`src/sv/spq_pkg.sv`:
```
// types, constants and sequencer states shared by the sorted priority queue
`default_nettype none

package spq_pkg;

  localparam int QUEUE_DEPTH = 16;
  localparam int ID_BITS     = 16;
  localparam int PRIO_BITS   = 8;
  localparam int ADDR_BITS   = $clog2(QUEUE_DEPTH);
  localparam int CNT_BITS    = $clog2(QUEUE_DEPTH + 1);

  typedef enum logic [1:0] {
    OP_INSERT = 2'd0,
    OP_PULL   = 2'd1,
    OP_CLEAR  = 2'd2,
    OP_QUERY  = 2'd3
  } op_e;

  typedef enum logic [2:0] {
    ST_IDLE,
    ST_PREP,
    ST_SCAN,
    ST_TAIL,
    ST_HEAD,
    ST_RESP
  } state_e;

  typedef struct packed {
    op_e                  opcode;
    logic [ID_BITS-1:0]   task_id;
    logic [PRIO_BITS-1:0] task_priority;
  } cmd_t;

  typedef struct packed {
    logic                 head_valid;
    logic [ID_BITS-1:0]   head_task_id;
    logic [PRIO_BITS-1:0] head_priority;
    logic [CNT_BITS-1:0]  entry_count;
    logic                 duplicate_dropped;
    logic                 full_dropped;
  } rsp_t;

  typedef struct packed {
    logic [ID_BITS-1:0]   id;
    logic [PRIO_BITS-1:0] prio;
  } entry_t;

endpackage

`default_nettype wire

```
`src/sv/spq_ram.sv`:
```
// generic single write port, single read port ram with registered read data
`default_nettype none

module spq_ram #(
  parameter int WIDTH = 24,
  parameter int DEPTH = 16
) (
  input  wire logic                     clk_i,
  input  wire logic                     we_i,
  input  wire logic [$clog2(DEPTH)-1:0] waddr_i,
  input  wire logic [WIDTH-1:0]         wdata_i,
  input  wire logic [$clog2(DEPTH)-1:0] raddr_i,
  output logic      [WIDTH-1:0]         rdata_o
);

  logic [WIDTH-1:0] mem [DEPTH];

  always_ff @(posedge clk_i) begin
    if (we_i) begin
      mem[waddr_i] <= wdata_i;
    end
    rdata_o <= mem[raddr_i];
  end

endmodule

`default_nettype wire

```
`src/sv/sorted_priority_queue.sv`:
```
// Sorted priority queue of task ids, held in descending priority order in a
// circular ram. A command is taken when start is high and busy is low; its
// result appears on rsp_o for exactly one cycle with result_valid_o high and
// cannot be held off. Pull, clear and query go from the head read state
// straight to the result state. An insert walks the held entries one per
// cycle through the single ram port, comparing each with the new entry and
// shifting every entry behind the insertion point back by one slot, then
// fills the tail slot unless the queue is full; an insert into an empty
// queue goes straight to the tail write, and a duplicate or a full queue may
// end the walk early. Busy stays high until the result cycle is over.
`default_nettype none

module sorted_priority_queue (
  input  wire logic          clk_i,
  input  wire logic          rst_ni,
  input  wire logic          start,
  input  wire spq_pkg::cmd_t cmd_i,
  output logic               busy,
  output logic               result_valid_o,
  output spq_pkg::rsp_t      rsp_o
);

  import spq_pkg::*;

  state_e               state_q, state_d;
  entry_t               new_q, new_d;
  entry_t               carry_q, carry_d;
  logic [ADDR_BITS-1:0] head_ptr_q, head_ptr_d;
  logic [ADDR_BITS-1:0] rd_ptr_q, rd_ptr_d;
  logic [ADDR_BITS-1:0] wr_ptr_q, wr_ptr_d;
  logic [CNT_BITS-1:0]  occ_q, occ_d;
  logic [CNT_BITS-1:0]  idx_q, idx_d;
  logic                 ins_q, ins_d;
  logic                 full_q, full_d;
  logic                 dup_q, dup_d;
  logic                 fdrop_q, fdrop_d;

  logic                 ram_we;
  logic [ADDR_BITS-1:0] ram_waddr;
  entry_t               ram_wdata;
  logic [ADDR_BITS-1:0] ram_raddr;
  entry_t               ram_rdata;
  logic                 last_entry;

  function automatic logic [ADDR_BITS-1:0] ptr_inc(input logic [ADDR_BITS-1:0] ptr);
    logic [ADDR_BITS-1:0] nxt;
    if (ptr == ADDR_BITS'(QUEUE_DEPTH - 1)) begin
      nxt = '0;
    end else begin
      nxt = ptr + ADDR_BITS'(1);
    end
    return nxt;
  endfunction

  spq_ram #(
    .WIDTH ($bits(entry_t)),
    .DEPTH (QUEUE_DEPTH)
  ) u_ram (
    .clk_i   (clk_i),
    .we_i    (ram_we),
    .waddr_i (ram_waddr),
    .wdata_i (ram_wdata),
    .raddr_i (ram_raddr),
    .rdata_o (ram_rdata)
  );

  assign last_entry = (idx_q == occ_q - CNT_BITS'(1));

  always_comb begin
    state_d    = state_q;
    new_d      = new_q;
    carry_d    = carry_q;
    head_ptr_d = head_ptr_q;
    rd_ptr_d   = rd_ptr_q;
    wr_ptr_d   = wr_ptr_q;
    occ_d      = occ_q;
    idx_d      = idx_q;
    ins_d      = ins_q;
    full_d     = full_q;
    dup_d      = dup_q;
    fdrop_d    = fdrop_q;
    ram_we     = 1'b0;
    ram_waddr  = wr_ptr_q;
    ram_wdata  = new_q;
    ram_raddr  = (state_q == ST_HEAD) ? head_ptr_q : rd_ptr_q;

    case (state_q)
      ST_IDLE: begin
        if (start) begin
          new_d.id   = cmd_i.task_id;
          new_d.prio = cmd_i.task_priority;
          dup_d      = 1'b0;
          fdrop_d    = 1'b0;
          ins_d      = 1'b0;
          full_d     = (occ_q == CNT_BITS'(QUEUE_DEPTH));
          rd_ptr_d   = head_ptr_q;
          wr_ptr_d   = head_ptr_q;
          idx_d      = '0;
          case (cmd_i.opcode)
            OP_INSERT: begin
              state_d = (occ_q == '0) ? ST_TAIL : ST_PREP;
            end
            OP_PULL: begin
              if (occ_q != '0) begin
                head_ptr_d = ptr_inc(head_ptr_q);
                occ_d      = occ_q - CNT_BITS'(1);
              end
              state_d = ST_HEAD;
            end
            OP_CLEAR: begin
              occ_d   = '0;
              state_d = ST_HEAD;
            end
            default: begin
              state_d = ST_HEAD;
            end
          endcase
        end
      end
      ST_PREP: begin
        // first read is in flight, data shows up in the first scan cycle
        rd_ptr_d = ptr_inc(rd_ptr_q);
        state_d  = ST_SCAN;
      end
      ST_SCAN: begin
        rd_ptr_d = ptr_inc(rd_ptr_q);
        wr_ptr_d = ptr_inc(wr_ptr_q);
        idx_d    = idx_q + CNT_BITS'(1);
        if (ins_q) begin
          // shift the displaced entry one slot back
          ram_we    = 1'b1;
          ram_wdata = carry_q;
          carry_d   = ram_rdata;
          state_d   = last_entry ? ST_TAIL : ST_SCAN;
        end else if (ram_rdata.prio >= new_q.prio) begin
          if (ram_rdata == new_q) begin
            dup_d   = 1'b1;
            state_d = ST_HEAD;
          end else begin
            state_d = last_entry ? ST_TAIL : ST_SCAN;
          end
        end else if (full_q) begin
          // no equal priority entries past here, so no duplicate either
          fdrop_d = 1'b1;
          state_d = ST_HEAD;
        end else begin
          ram_we    = 1'b1;
          ram_wdata = new_q;
          carry_d   = ram_rdata;
          ins_d     = 1'b1;
          state_d   = last_entry ? ST_TAIL : ST_SCAN;
        end
      end
      ST_TAIL: begin
        if (full_q) begin
          fdrop_d = 1'b1;
        end else begin
          ram_we    = 1'b1;
          ram_wdata = ins_q ? carry_q : new_q;
          occ_d     = occ_q + CNT_BITS'(1);
        end
        state_d = ST_HEAD;
      end
      ST_HEAD: begin
        state_d = ST_RESP;
      end
      ST_RESP: begin
        state_d = ST_IDLE;
      end
      default: begin
        state_d = ST_IDLE;
      end
    endcase
  end

  always_ff @(posedge clk_i or negedge rst_ni) begin
    if (!rst_ni) begin
      state_q    <= ST_IDLE;
      head_ptr_q <= '0;
      rd_ptr_q   <= '0;
      wr_ptr_q   <= '0;
      occ_q      <= '0;
      idx_q      <= '0;
      ins_q      <= 1'b0;
      full_q     <= 1'b0;
      dup_q      <= 1'b0;
      fdrop_q    <= 1'b0;
    end else begin
      state_q    <= state_d;
      head_ptr_q <= head_ptr_d;
      rd_ptr_q   <= rd_ptr_d;
      wr_ptr_q   <= wr_ptr_d;
      occ_q      <= occ_d;
      idx_q      <= idx_d;
      ins_q      <= ins_d;
      full_q     <= full_d;
      dup_q      <= dup_d;
      fdrop_q    <= fdrop_d;
    end
  end

  always_ff @(posedge clk_i) begin
    new_q   <= new_d;
    carry_q <= carry_d;
  end

  assign busy           = (state_q != ST_IDLE);
  assign result_valid_o = (state_q == ST_RESP);

  always_comb begin
    rsp_o.head_valid        = (occ_q != '0);
    rsp_o.head_task_id      = (occ_q != '0) ? ram_rdata.id : '0;
    rsp_o.head_priority     = (occ_q != '0) ? ram_rdata.prio : '0;
    rsp_o.entry_count       = occ_q;
    rsp_o.duplicate_dropped = dup_q;
    rsp_o.full_dropped      = fdrop_q;
  end

endmodule

`default_nettype wire

```
`config.mk`:
```
export PLATFORM = sky130hd
export DESIGN_NAME = sorted_priority_queue
export DESIGN_NICKNAME = d
export VERILOG_FILES = /design/src/sv/spq_pkg.sv /design/src/sv/spq_ram.sv /design/src/sv/sorted_priority_queue.sv
export SDC_FILE = /design/constraint.sdc
export NUM_CORES = 1
export LEC_CHECK = 0
export BUFFER_PORTS_ARGS = -buffer_cell sky130_fd_sc_hd__buf_4
export CAP_MARGIN = 20
export CORE_ASPECT_RATIO = 0.75
export CORE_MARGIN = 10
export CORE_UTILIZATION = 45
export CTS_BUF_LIST = sky130_fd_sc_hd__clkbuf_8
export DETAILED_ROUTE_END_ITERATION = 7
export PLACE_DENSITY_LB_ADDON = 0.15
export SYNTH_ARGS = -nofsm -noshare
export SYNTH_HDL_FRONTEND = slang
export SYNTH_SLANG_ARGS = --single-unit
```
`constraint.sdc`:
```
create_clock -name clk_i -period 6.74 [get_ports clk_i]
set_input_delay 1.011 -clock clk_i [delete_from_list [all_inputs] [get_ports clk_i]]
set_output_delay 1.011 -clock clk_i [all_outputs]
set_load 0.01 [all_outputs]
```
==> results of run 1 <==
worst max-delay path, delay by kind of cell (launching register included):
family          cells  cell delay (ns)
compound gates      1             0.29
buf+inv             1             0.46
flops               1             0.65
simple gates        4             2.05
path summary, 6_finish.rpt:
| kind | startpoint | endpoint | slack, ns |
|---|---|---|---|
| min in group clk_i | u_ram.rdata_o[0]$_DFF_P_ | carry_q[0]$_DFFE_PP_ | 0.45 |
| max in group asynchronous | rst_ni | rd_ptr_q[0]$_DFFE_PN0P_ | 6.07 |
| worst min register to register | u_ram.rdata_o[0]$_DFF_P_ | carry_q[0]$_DFFE_PP_ | 0.45 |
| worst min-delay path | rst_ni | occ_q[1]$_DFFE_PN0P_ | 0.30 |
| worst max-delay path | state_q[1]$_DFFE_PN0N_ | u_ram.mem[13][13]$_DFFE_PP_ | 2.95 |
| worst max register to register | state_q[1]$_DFFE_PN0N_ | u_ram.mem[13][13]$_DFFE_PP_ | 2.95 |
sequential cells by signal, summed over array words and instances (netlist names):
register	count
carry_q	24
dup_q	1
fdrop_q	1
full_q	1
head_ptr_q	4
idx_q	5
ins_q	1
new_q	24
occ_q	5
ram_waddr	4
rd_ptr_q	4
state_q	3
u_ram.mem	384
u_ram.rdata_o	24
power groups by stage:
| stage | clock network, mW | registers, mW | logic, mW |
|---|---|---|---|
| 4_1_cts | 2.32 | 4.23 | 3.93 |
| 5_1_grt | 2.46 | 4.27 | 4.21 |
| 2_1_floorplan | 0 | 3.94 | 2.93 |
| 3_5_place_dp | 0 | 4.29 | 3.92 |
| 6_report | 2.27 | 4.23 | 3.90 |
| 3_3_place_gp | 0 | 4.29 | 3.92 |
cells in the final DEF (no fill, tap or decap), drive strengths merged, types with 4 or more instances in the layout:
cell    Yosys  routed
xor2       16      16
nor3        4       4
buf        51      87
nand3      12      12
nor4        5       5
a221oi     26      26
edfxtp    432     432
mux4      192     192
and2b       5       5
nand4       5       5
nor2b      23      23
a21oi      10      10
mux2i      75      75
nand2b      6       6
dfxtp      24      24
nor2       16      16
and3       20      20
dfrtp      29      29
ha         17      17
mux2       27      27
clkinv      0      14
inv        17      54
o21ai      21      21
a32o       25      25
clkbuf     35      82
nand2      72      72
a31oi       5       5
xnor2       7       7
o21a        4       4
area by class of cell:
cell class | instances | area, um2 | share of cell area [%]
Clock buffer | 82 | 1130 | 4.54
Clock inverter | 54 | 231 | 0.932
Inverter | 17 | 63.8 | 0.257
Tap cell | 648 | 811 | 3.26
Timing Repair Buffer | 87 | 691 | 2.78
Sequential cell | 485 | 14200 | 57.1
Multi-Input combinational cell | 634 | 7730 | 31.1
metal layers:
metal / global-route usage, % / vias up / wire, um
li1: - / 5262 / -
met1: 28.5 / 6496 / 26500
met2: 28.6 / 461 / 25800
met3: 4.42 / 79 / 4330
met4: 5.18 / 0 / 1150
met5: 0 / - / 0
stage by stage:
stage	hold WS (ns)	instance area, um2	util (%)	worst slack, ns
floorplan	0.408	22300	-	3.81
global placement	0.420	23500	48.0	3.16
detailed placement	0.432	23500	48.0	2.97
CTS	0.285	24800	50.8	2.92
global route	0.309	24800	50.8	2.59
finish	0.304	24800	50.8	2.95
kinds of logic after synthesis:
family          after synthesis
compound gates              117
flops                       485
mux                         294
buf+inv                     103
xor+xnor                     23
simple gates                183
fa+ha+maj                    17
==> reports/qor.txt, run 1 <==
RSZ-0062 raised after global routing = no
R2R cell count = 6
Fillcell total = 4,004
Flop pwr share = 40.7%
DR WL/cell = 28.8 um
Commonest cells post-synth = edfxtp_1, mux4_2, mux2i_1, nand2_1, clkbuf_1
Tot Pwr = 10.4 mW
Core Region = 49,000 um2
Clk slew on worst S/H paths = 0.07 ns
H-Tree Depth = 3
Hold buffer count at CTS = 0
Largest family of logic cells by synthesized area = multiplexers
Sw frac = 35.7%
Die area = 59,100 um2
Slew Limit Fails = 0
Layout cells sized above 1 = 28.8%
Worst-Skew Late Latency = 0.63 ns
Period minus WS final = 3.79 ns
Diode count = 0
Crit-path cells = nor2b_1 -> nor2b_1 -> o2111ai_1 -> nand2_1 -> and3_1 -> buf_4
Status = finished, final reports clean
Count leader, synth = edfxtp_1
Post-CTS Setup Bufs = 0
Ys flop type = edfxtp_1
Die X-Extent = 277 um
DP Wirelength = 32,800 um
Clock Path Buffers = 3
Synth area leader = edfxtp_1
Max Cap Violations = 0
Post-synth ARST share = 5.98%
CTS tree = built
Placed instance count = 1,871
DRT antenna net count = 0
Multiplexer share of the synthesized area = 24.1%
Non-Filler Instances = 2,007
Post-Synth Simple-Gate Area = 4.35%
Achievable frequency = 264 MHz
Drc violations = 0
Int Power = 6.68 mW
Clock power frac = 21.8%
DIE HEIGHT = 213 um
Cell Pwr Density = 418 nW/um2
NumNets Final = 1,347
Number of flops mapped to enable cells by yosys = 432
Library cells used by synthesis = 59
Synth area leaders = edfxtp_1, mux4_2, mux2i_1, dfrtp_1, dfxtp_1
Setup TNS = 0 ns
Post-Syn Instances = 1,222
Synthesis-to-layout area growth = 11.2%
Global-route wire length before repair = 84,800 um
Std cell rows = 70
Logic pwr share = 37.5%
Synthesized flop and latch total = 485
Slowest-stage cell, CP = nor2b_1
Post-Route Skew = 0.0280 ns
Worst setup path category = reg -> reg
Clock Sinks = 485
Tightest Pin Transition = 1.17 ns
1st-pass router iterations = 5
Total track usage = 19.4%
Slew headroom = 21.0%
XOR/XNOR Fraction of Synth Area = 0.902%
Routed wire length = 57,700 um
Vias in the first global route = 12,382
CP Data Required Time = 7.02 ns
Final Cycle Share = 56.2%
Placer congestion estimate = 0.819
Worst Path Arrival = 4.07 ns
CP most frequent cell = nor2b_1
CP Launch Type = register
P_sw = 3.71 mW
Gr ovfl total = 0
Post-cts sizing count = 0
Critical path capture point type = register
DR iter-0 viols = 1,449
Via density = 6.13
PortBufs = 62
Starting density of the core = 45.6%
Ys Warns = 0
Hold Vio Cnt, Final = 0
# setup viols final = 0
Post-Syn Nets = 1,268
CTS root buf = clkbuf_8
Adder-cell share of the synthesized area = 0.952%
Vias = 12,298
Post-Syn Area = 22,300 um2
Total CTS buffers = 76
Ports = 63
Compound-Gate Fraction of Synth Area = 4.16%
Initial antenna violation count = 0
Crit-path max cell delay = 0.66 ns
Max VDD drop = 0.519 mV
Hold Path Class = in -> async
Leak Pwr = 8.23 nW
Pin count of the biggest net entering global routing = 104
Avg Cell Area, Syn = 18.3 um2
Top cell type's share of synthesized area = 58.1%
Sequential fraction of the synthesis area = 63.5%
CP max FO = 16
No activity file was read; power rests on OpenSTA's default activity.
==> inputs of run 2 (changes only) <==
- ABC_AREA: unset -> 1
- clock period: 6.74 -> 3.6 ns (I/O delays scaled with it)
==> reports/qor.txt, run 2 <==
Vias = 12,846 (+4.5%)
CTS tree = built
Leak Pwr = 8.56 nW (+4.0%)
Routed wire length = 49,900 um (-14%)
Commonest non-fill, non-tap cell in the layout = edfxtp_1
Placer congestion estimate = 0.824 (+0.57%)
Post-Syn Instances = 1,658 (+36%)
Slew headroom = 37.3% (+16 points)
1st-pass router iterations = 5 (unchanged)
Buf/Inv on CP = 4 (+3)
Setup slack, reg-to-reg = 0.59 ns (-2.36 ns)
Hold Path Class = in -> reg
Diode count = 0 (unchanged)
Met2 WL = 22,400 um (-13%)
Starting density of the core = 45.3% (-0.35 points)
Design Area, Final = 22,900 um2 (-8.0%)
Synth area leader = edfxtp_1
Post-Syn Area = 20,100 um2 (-9.9%)
CP max FO = 20 (+4)
Library cells used by synthesis = 33 (-44%)
Period minus WS final = 3.01 ns (-0.781 ns)
Fin util = 51.5% (+0.72 points)
DIE HEIGHT = 203 um (-4.6%)
Worst-Skew Late Latency = 0.63 ns (about the same)
Synth area leaders = edfxtp_1, o211ai_1, nand2_1, dfrtp_1, inv_1
Worst setup path category = reg -> reg
Clock Path Buffers = 3 (unchanged)
Commonest cells after routing, fill and taps aside = edfxtp_1, nand2_1, inv_1
Largest register FFs = 384 (unchanged)
Final Cycle Share = 83.5% (+27 points)
CP Data Required Time = 3.87 ns (-3.15 ns)
Count leader, synth = edfxtp_1
Drc violations = 0 (unchanged)
Initial antenna violation count = 0 (unchanged)
Layout cells sized above 1 = 13.5% (-15 points)
Top sig layer = met4
Total track usage = 18.3% (-1.1 points)
Cell Pwr Density = 880 nW/um2 (+110%)
Max VDD drop = 0.765 mV (+47%)
Total CTS buffers = 75 (-1.3%)
Global-route wire length before repair = 76,400 um (-9.9%)
Core Region = 44,400 um2 (-9.3%)
Metal-1 WL = 23,600 um (-11%)
Number of flops mapped to enable cells by yosys = 432 (unchanged)
Ports = 63 (unchanged)
Tot Pwr = 20.1 mW (+94%)
Worst Path Arrival = 3.27 ns (-0.80 ns)
Slowest-stage cell, CP = dfrtp_1
Critical path capture point type = register
Pin count of the biggest net entering global routing = 97 (-6.7%)
Final setup margin = 0.594 ns (-2.36 ns)
Hold buffer count at CTS = 1 (+1)
Avg Cell Area, Syn = 12.1 um2 (-34%)
Status = finished, final reports clean
Hold Vio Cnt, Final = 0 (unchanged)
Die X-Extent = 264 um (-4.7%)
Dpl ws = 0.613 ns (-2.36 ns)
Synthesis-to-layout area growth = 13.7%
Gr ovfl total = 0 (unchanged)
Crit-path max cell delay = 0.45 ns (-0.21 ns)
Ys flop type = edfxtp_1
RSZ-0062 raised after global routing = no
Post-cts sizing count = 0 (unchanged)
Clock Sinks = 485 (unchanged)
H-Tree Depth = 3 (unchanged)
Vias in the first global route = 12,467 (+0.69%)
Max Cap Violations = 0 (unchanged)
Ys Warns = 0 (unchanged)
Top cell type's share of synthesized area = 64.5% (+6.4 points)
Commonest cells post-synth = edfxtp_1, nand2_1, o211ai_1, inv_1, nor2_1
DR iter-0 viols = 1,265 (-13%)
Post-CTS Setup Bufs = 0 (unchanged)
Cell family with most CP delay = simple AND/OR/NAND/NOR gates
Achievable frequency = 333 MHz (+26%)
DRT antenna net count = 0 (unchanged)
Post-synth ARST share = 5.98% (unchanged)
DR WL/cell = 20.7 um (-28%)
Via density = 5.33 (-13%)
Post-Syn Nets = 1,704 (+34%)
PortBufs = 62 (unchanged)
Synthesized flop and latch total = 485 (unchanged)
CTS root buf = clkbuf_8
Die area = 53,700 um2 (-9.1%)
NumNets Final = 1,812 (+35%)
Crit-path cells = inv_1 -> nand2_1 -> inv_1 -> nand2_2 -> inv_1 -> nand3_1 -> nand2_1 -> nand2_1 -> nor2_4 -> buf_4
Sequential fraction of the synthesis area = 70.5% (+7.0 points)
CP Launch Type = register
# setup viols final = 0 (unchanged)
Dpl cell area = 21,500 um2 (-8.5%)
Slew Limit Fails = 0 (unchanged)
Setup TNS = 0 ns (unchanged)
Tightest Pin Transition = 0.939 ns (-0.235 ns)
Post-Route Skew = 0.0273 ns (-0.000722 ns)
Most flops, register = u_ram.mem
Clk slew on worst S/H paths = 0.06 ns (about the same)
Std cell rows = 67 (-4.3%)
DP Wirelength = 29,700 um (-9.3%)
Met3 wire length = 2580 um (-40%)
==> run 2: changes by cell type after synthesis, sizes merged, moves of 75 or more <==
cell,delta
o211ai,+193
nand2,+176
mux2i,-75
o21ai,+107
mux4,-192
nor2,+143
inv,+178
==> run 2: final cells by class <==
cell class / instances / area (um2)
multi-input cells: 894 / 4940
inverters: 195 / 732
well taps: 586 / 733
clock buffers: 79 / 1090
repair buffers: 115 / 941
clock inverters: 55 / 263
flip-flops and latches: 485 / 14200
fillers: 3889 / 21600
==> run 2: worst paths after layout <==
| path | start | endpoint | cells past startpoint |
|---|---|---|---|
| setup / recovery | state_q[2]$_DFFE_PN0N_ | u_ram.mem[14][17]$_DFFE_PP_ | 10 |
| hold / removal | cmd_i[23] | new_q[23]$_DFFE_PP_ | 1 |
| setup reg to reg | state_q[2]$_DFFE_PN0N_ | u_ram.mem[14][17]$_DFFE_PP_ | 10 |
| hold reg to reg | u_ram.rdata_o[3]$_DFF_P_ | carry_q[3]$_DFFE_PP_ | 0 |
| max in group asynchronous | rst_ni | state_q[0]$_DFFE_PN0N_ | 2 |
| min in group asynchronous | rst_ni | rd_ptr_q[1]$_DFFE_PN0P_ | 2 |
==> run 2: cell families after synthesis <==
group           synth area share (%)
flops                           70.5
mux                            0.392
compound gates                  11.9
fa+ha+maj                       1.06
buf+inv                         5.66
xor+xnor                       0.914
simple gates                    9.62
==> run 2: metrics by stage <==
step,hold slack (ns),std cells
6_report,0.0922,2409
5_1_grt,0.0493,2409
4_1_cts,0.0428,2407
3_5_place_dp,0.455,2272
3_3_place_gp,0.438,2272
2_1_floorplan,0.244,1658
==> run 2: worst register-to-register path, delay by kind of cell, from the launching register on <==
kind	cells	cell delay, ns
and+or+nand+nor	6	1.25
buffers and inverters	4	0.93
DFF	1	0.45
==> run 2: routing by layer <==
layer / global-route usage (%) / up-vias
li1: - / 6110
met1: 26.2 / 6285
met2: 27.7 / 365
met3: 3.19 / 86
met4: 6.46 / 0
met5: 0 / -
==> run 2: report_power, final <==
| group | internal [mW] | total [mW] | switching [mW] |
|---|---|---|---|
| sequential | 6.95 | 7.34 | 0.386 |
| combinational | 2.62 | 8.55 | 5.93 |
| clock | 2.11 | 4.23 | 2.13 |
==> inputs of run 3 (changes only) <==
- ABC_AREA: 1 -> 0
- clock period: 3.6 -> 2.86 ns (I/O delays scaled with it)
==> reports/qor.txt, run 3 (synthesis results as in run 1) <==
Worst-Skew Late Latency = 0.66 ns (+0.03 ns)
Area of the multi-input gates = 7760 um2 (+57%)
Routed wire length = 55,200 um (+11%)
CP Data Required Time = 2.43 ns (-1.44 ns)
Total CTS buffers = 76 (+1.3%)
DP Wirelength = 36,600 um (+23%)
Design Area, Final = 26,300 um2 (+15%)
Status = finished, final reports clean
Pin count of the biggest net entering global routing = 43 (-56%)
Die X-Extent = 277 um (+5.0%)
Commonest cells after routing, fill and taps aside = edfxtp_1, mux4_2, buf_4
Setup TNS = 0 ns (unchanged)
Leak Pwr = 8.88 nW (+3.7%)
Slew headroom = 47.8% (+10 points)
Starting density of the core = 45.6% (+0.35 points)
# setup viols final = 0 (unchanged)
Register area = 14,200 um2 (+0.12%)
Placer congestion estimate = 0.850 (+3.2%)
Ports = 63 (unchanged)
DIE HEIGHT = 213 um (+4.8%)
Die area = 59,100 um2 (+10%)
Most flops, register = u_ram.mem
Synthesis-to-layout area growth = 17.9%
Hold path startpoint = cmd_i[25]
Via density = 5.94 (+11%)
Hold Path Class = in -> reg
Final Cycle Share = 96.8%
Initial antenna violation count = 1 (+1)
Hold Vio Cnt, Final = 0 (unchanged)
Dpl cell area = 24,600 um2 (+14%)
NumNets Final = 1,465 (-19%)
CP max FO = 14 (-30%)
DRT antenna net count = 0 (unchanged)
Commonest non-fill, non-tap cell in the layout = edfxtp_1
DR WL/cell = 25.9 um (+25%)
Diode count = 0 (unchanged)
Post-Route Skew = 0.0342 ns (+0.00689 ns)
CTS root buf = clkbuf_8
Std cell rows = 70 (+4.5%)
CTS tree = built
Global-route wire length before repair = 83,500 um (+9.3%)
Worst setup path category = reg -> out
1st-pass router iterations = 5 (unchanged)
Vias = 12,631 (-1.7%)
Vias in the first global route = 12,902 (+3.5%)
Period minus WS final = 2.77 ns
Core Region = 49,000 um2 (+10%)
Fillcell total = 3,879 (-0.26%)
Largest register FFs = 384 (unchanged)
Total track usage = 18.6% (+0.34 points)
Max Cap Violations = 0 (unchanged)
Gr ovfl total = 0 (unchanged)
CP startpoint = occ_q[0]$_DFFE_PN0P_
R2R Path Start = new_q[0]$_DFFE_PP_
Slew Limit Fails = 0 (unchanged)
Clock Sinks = 485 (unchanged)
Drc violations = 0 (unchanged)
Tightest Pin Transition = 0.780 ns (-0.159 ns)
PortBufs = 62 (unchanged)
Achievable frequency = 361 MHz
Final hold slack = 0.155 ns (+0.0623 ns)
Layout cells sized above 1 = 33.7% (+20 points)
Clk slew on worst S/H paths = 0.06 ns (about the same)
Max VDD drop = 0.519 mV (-32%)
Worst Path Arrival = 2.34 ns (-0.93 ns)
CP Launch Type = register
H-Tree Depth = 3 (unchanged)
Cell Pwr Density = 976 nW/um2 (+11%)
Critical path capture point type = output port
DR iter-0 viols = 956 (-24%)
Clock Path Buffers = 3 (unchanged)
-- run 3: worst paths after layout --
path,to,slack (ns),cells after the start
min in group asynchronous,occ_q[3]$_DFFE_PN0P_,0.25,2
max in group asynchronous,rd_ptr_q[1]$_DFFE_PN0P_,2.26,2
worst min register to register,carry_q[0]$_DFFE_PP_,0.45,0
worst max register to register,u_ram.mem[2][17]$_DFFE_PP_,0.20,9
worst min-delay path,head_ptr_q[3]$_DFFE_PN0P_,0.15,4
worst max-delay path,rsp_o[15],0.09,6
-- run 3: metal layers --
layer / routed length (um) / vias to the layer above / share of wire (%) / track usage, %
li1: - / 5513 / - / -
met1: 25300 / 6699 / 46 / 26.2
met2: 25900 / 336 / 47 / 29.0
met3: 2840 / 81 / 5.2 / 4.12
met4: 1110 / 2 / 2.0 / 5.01
met5: 13 / - / 0.024 / 0
-- run 3: repair_timing --
action                                 in CTS  in global routing
cloned                                      0                  1
hold buffers                               25                  0
setup endpoints to repair                  25                  5
endpoints found under the hold margin      53                  0
buffers inserted                            1                  4
gates resized for setup                     4                  8
-- run 3: critical path, cell delays in order, from the launching register on --
cell	delay, ns
dfrtp_2	0.46
inv_4	0.09
ha_4	0.18
nor4b_4	0.41
buf_12	0.22
and2b_1	0.19
buf_4	0.14
-- run 3: final cells by class --
cell class,count,share of cell area [%]
Multi-Input combinational cell,634,29.4
Timing Repair Buffer,205,8.18
Sequential cell,485,53.9
Inverter,17,0.252
Clock buffer,79,4.13
Clock inverter,59,1.04
Tap cell,648,3.08
-- run 3: metrics by stage --
step	setup WS, ns	std cells	utilization, %	power, mW
after CTS	0.00234	2120	53.6	25.8
after detailed placement	0.268	1956	50.3	20.3
final	0.0926	2127	53.8	25.7
after global routing	-0.00446	2127	53.8	27.1
after floorplan	0.148	1222	-	16.2
after global placement	0.242	1956	50.3	20.3
-- run 3: where the power goes --
part           internal [mW]  switching (mW)
clock                   2.66            2.74
sequential              8.87           0.859
combinational           5.23            5.36
total                   16.8            8.96
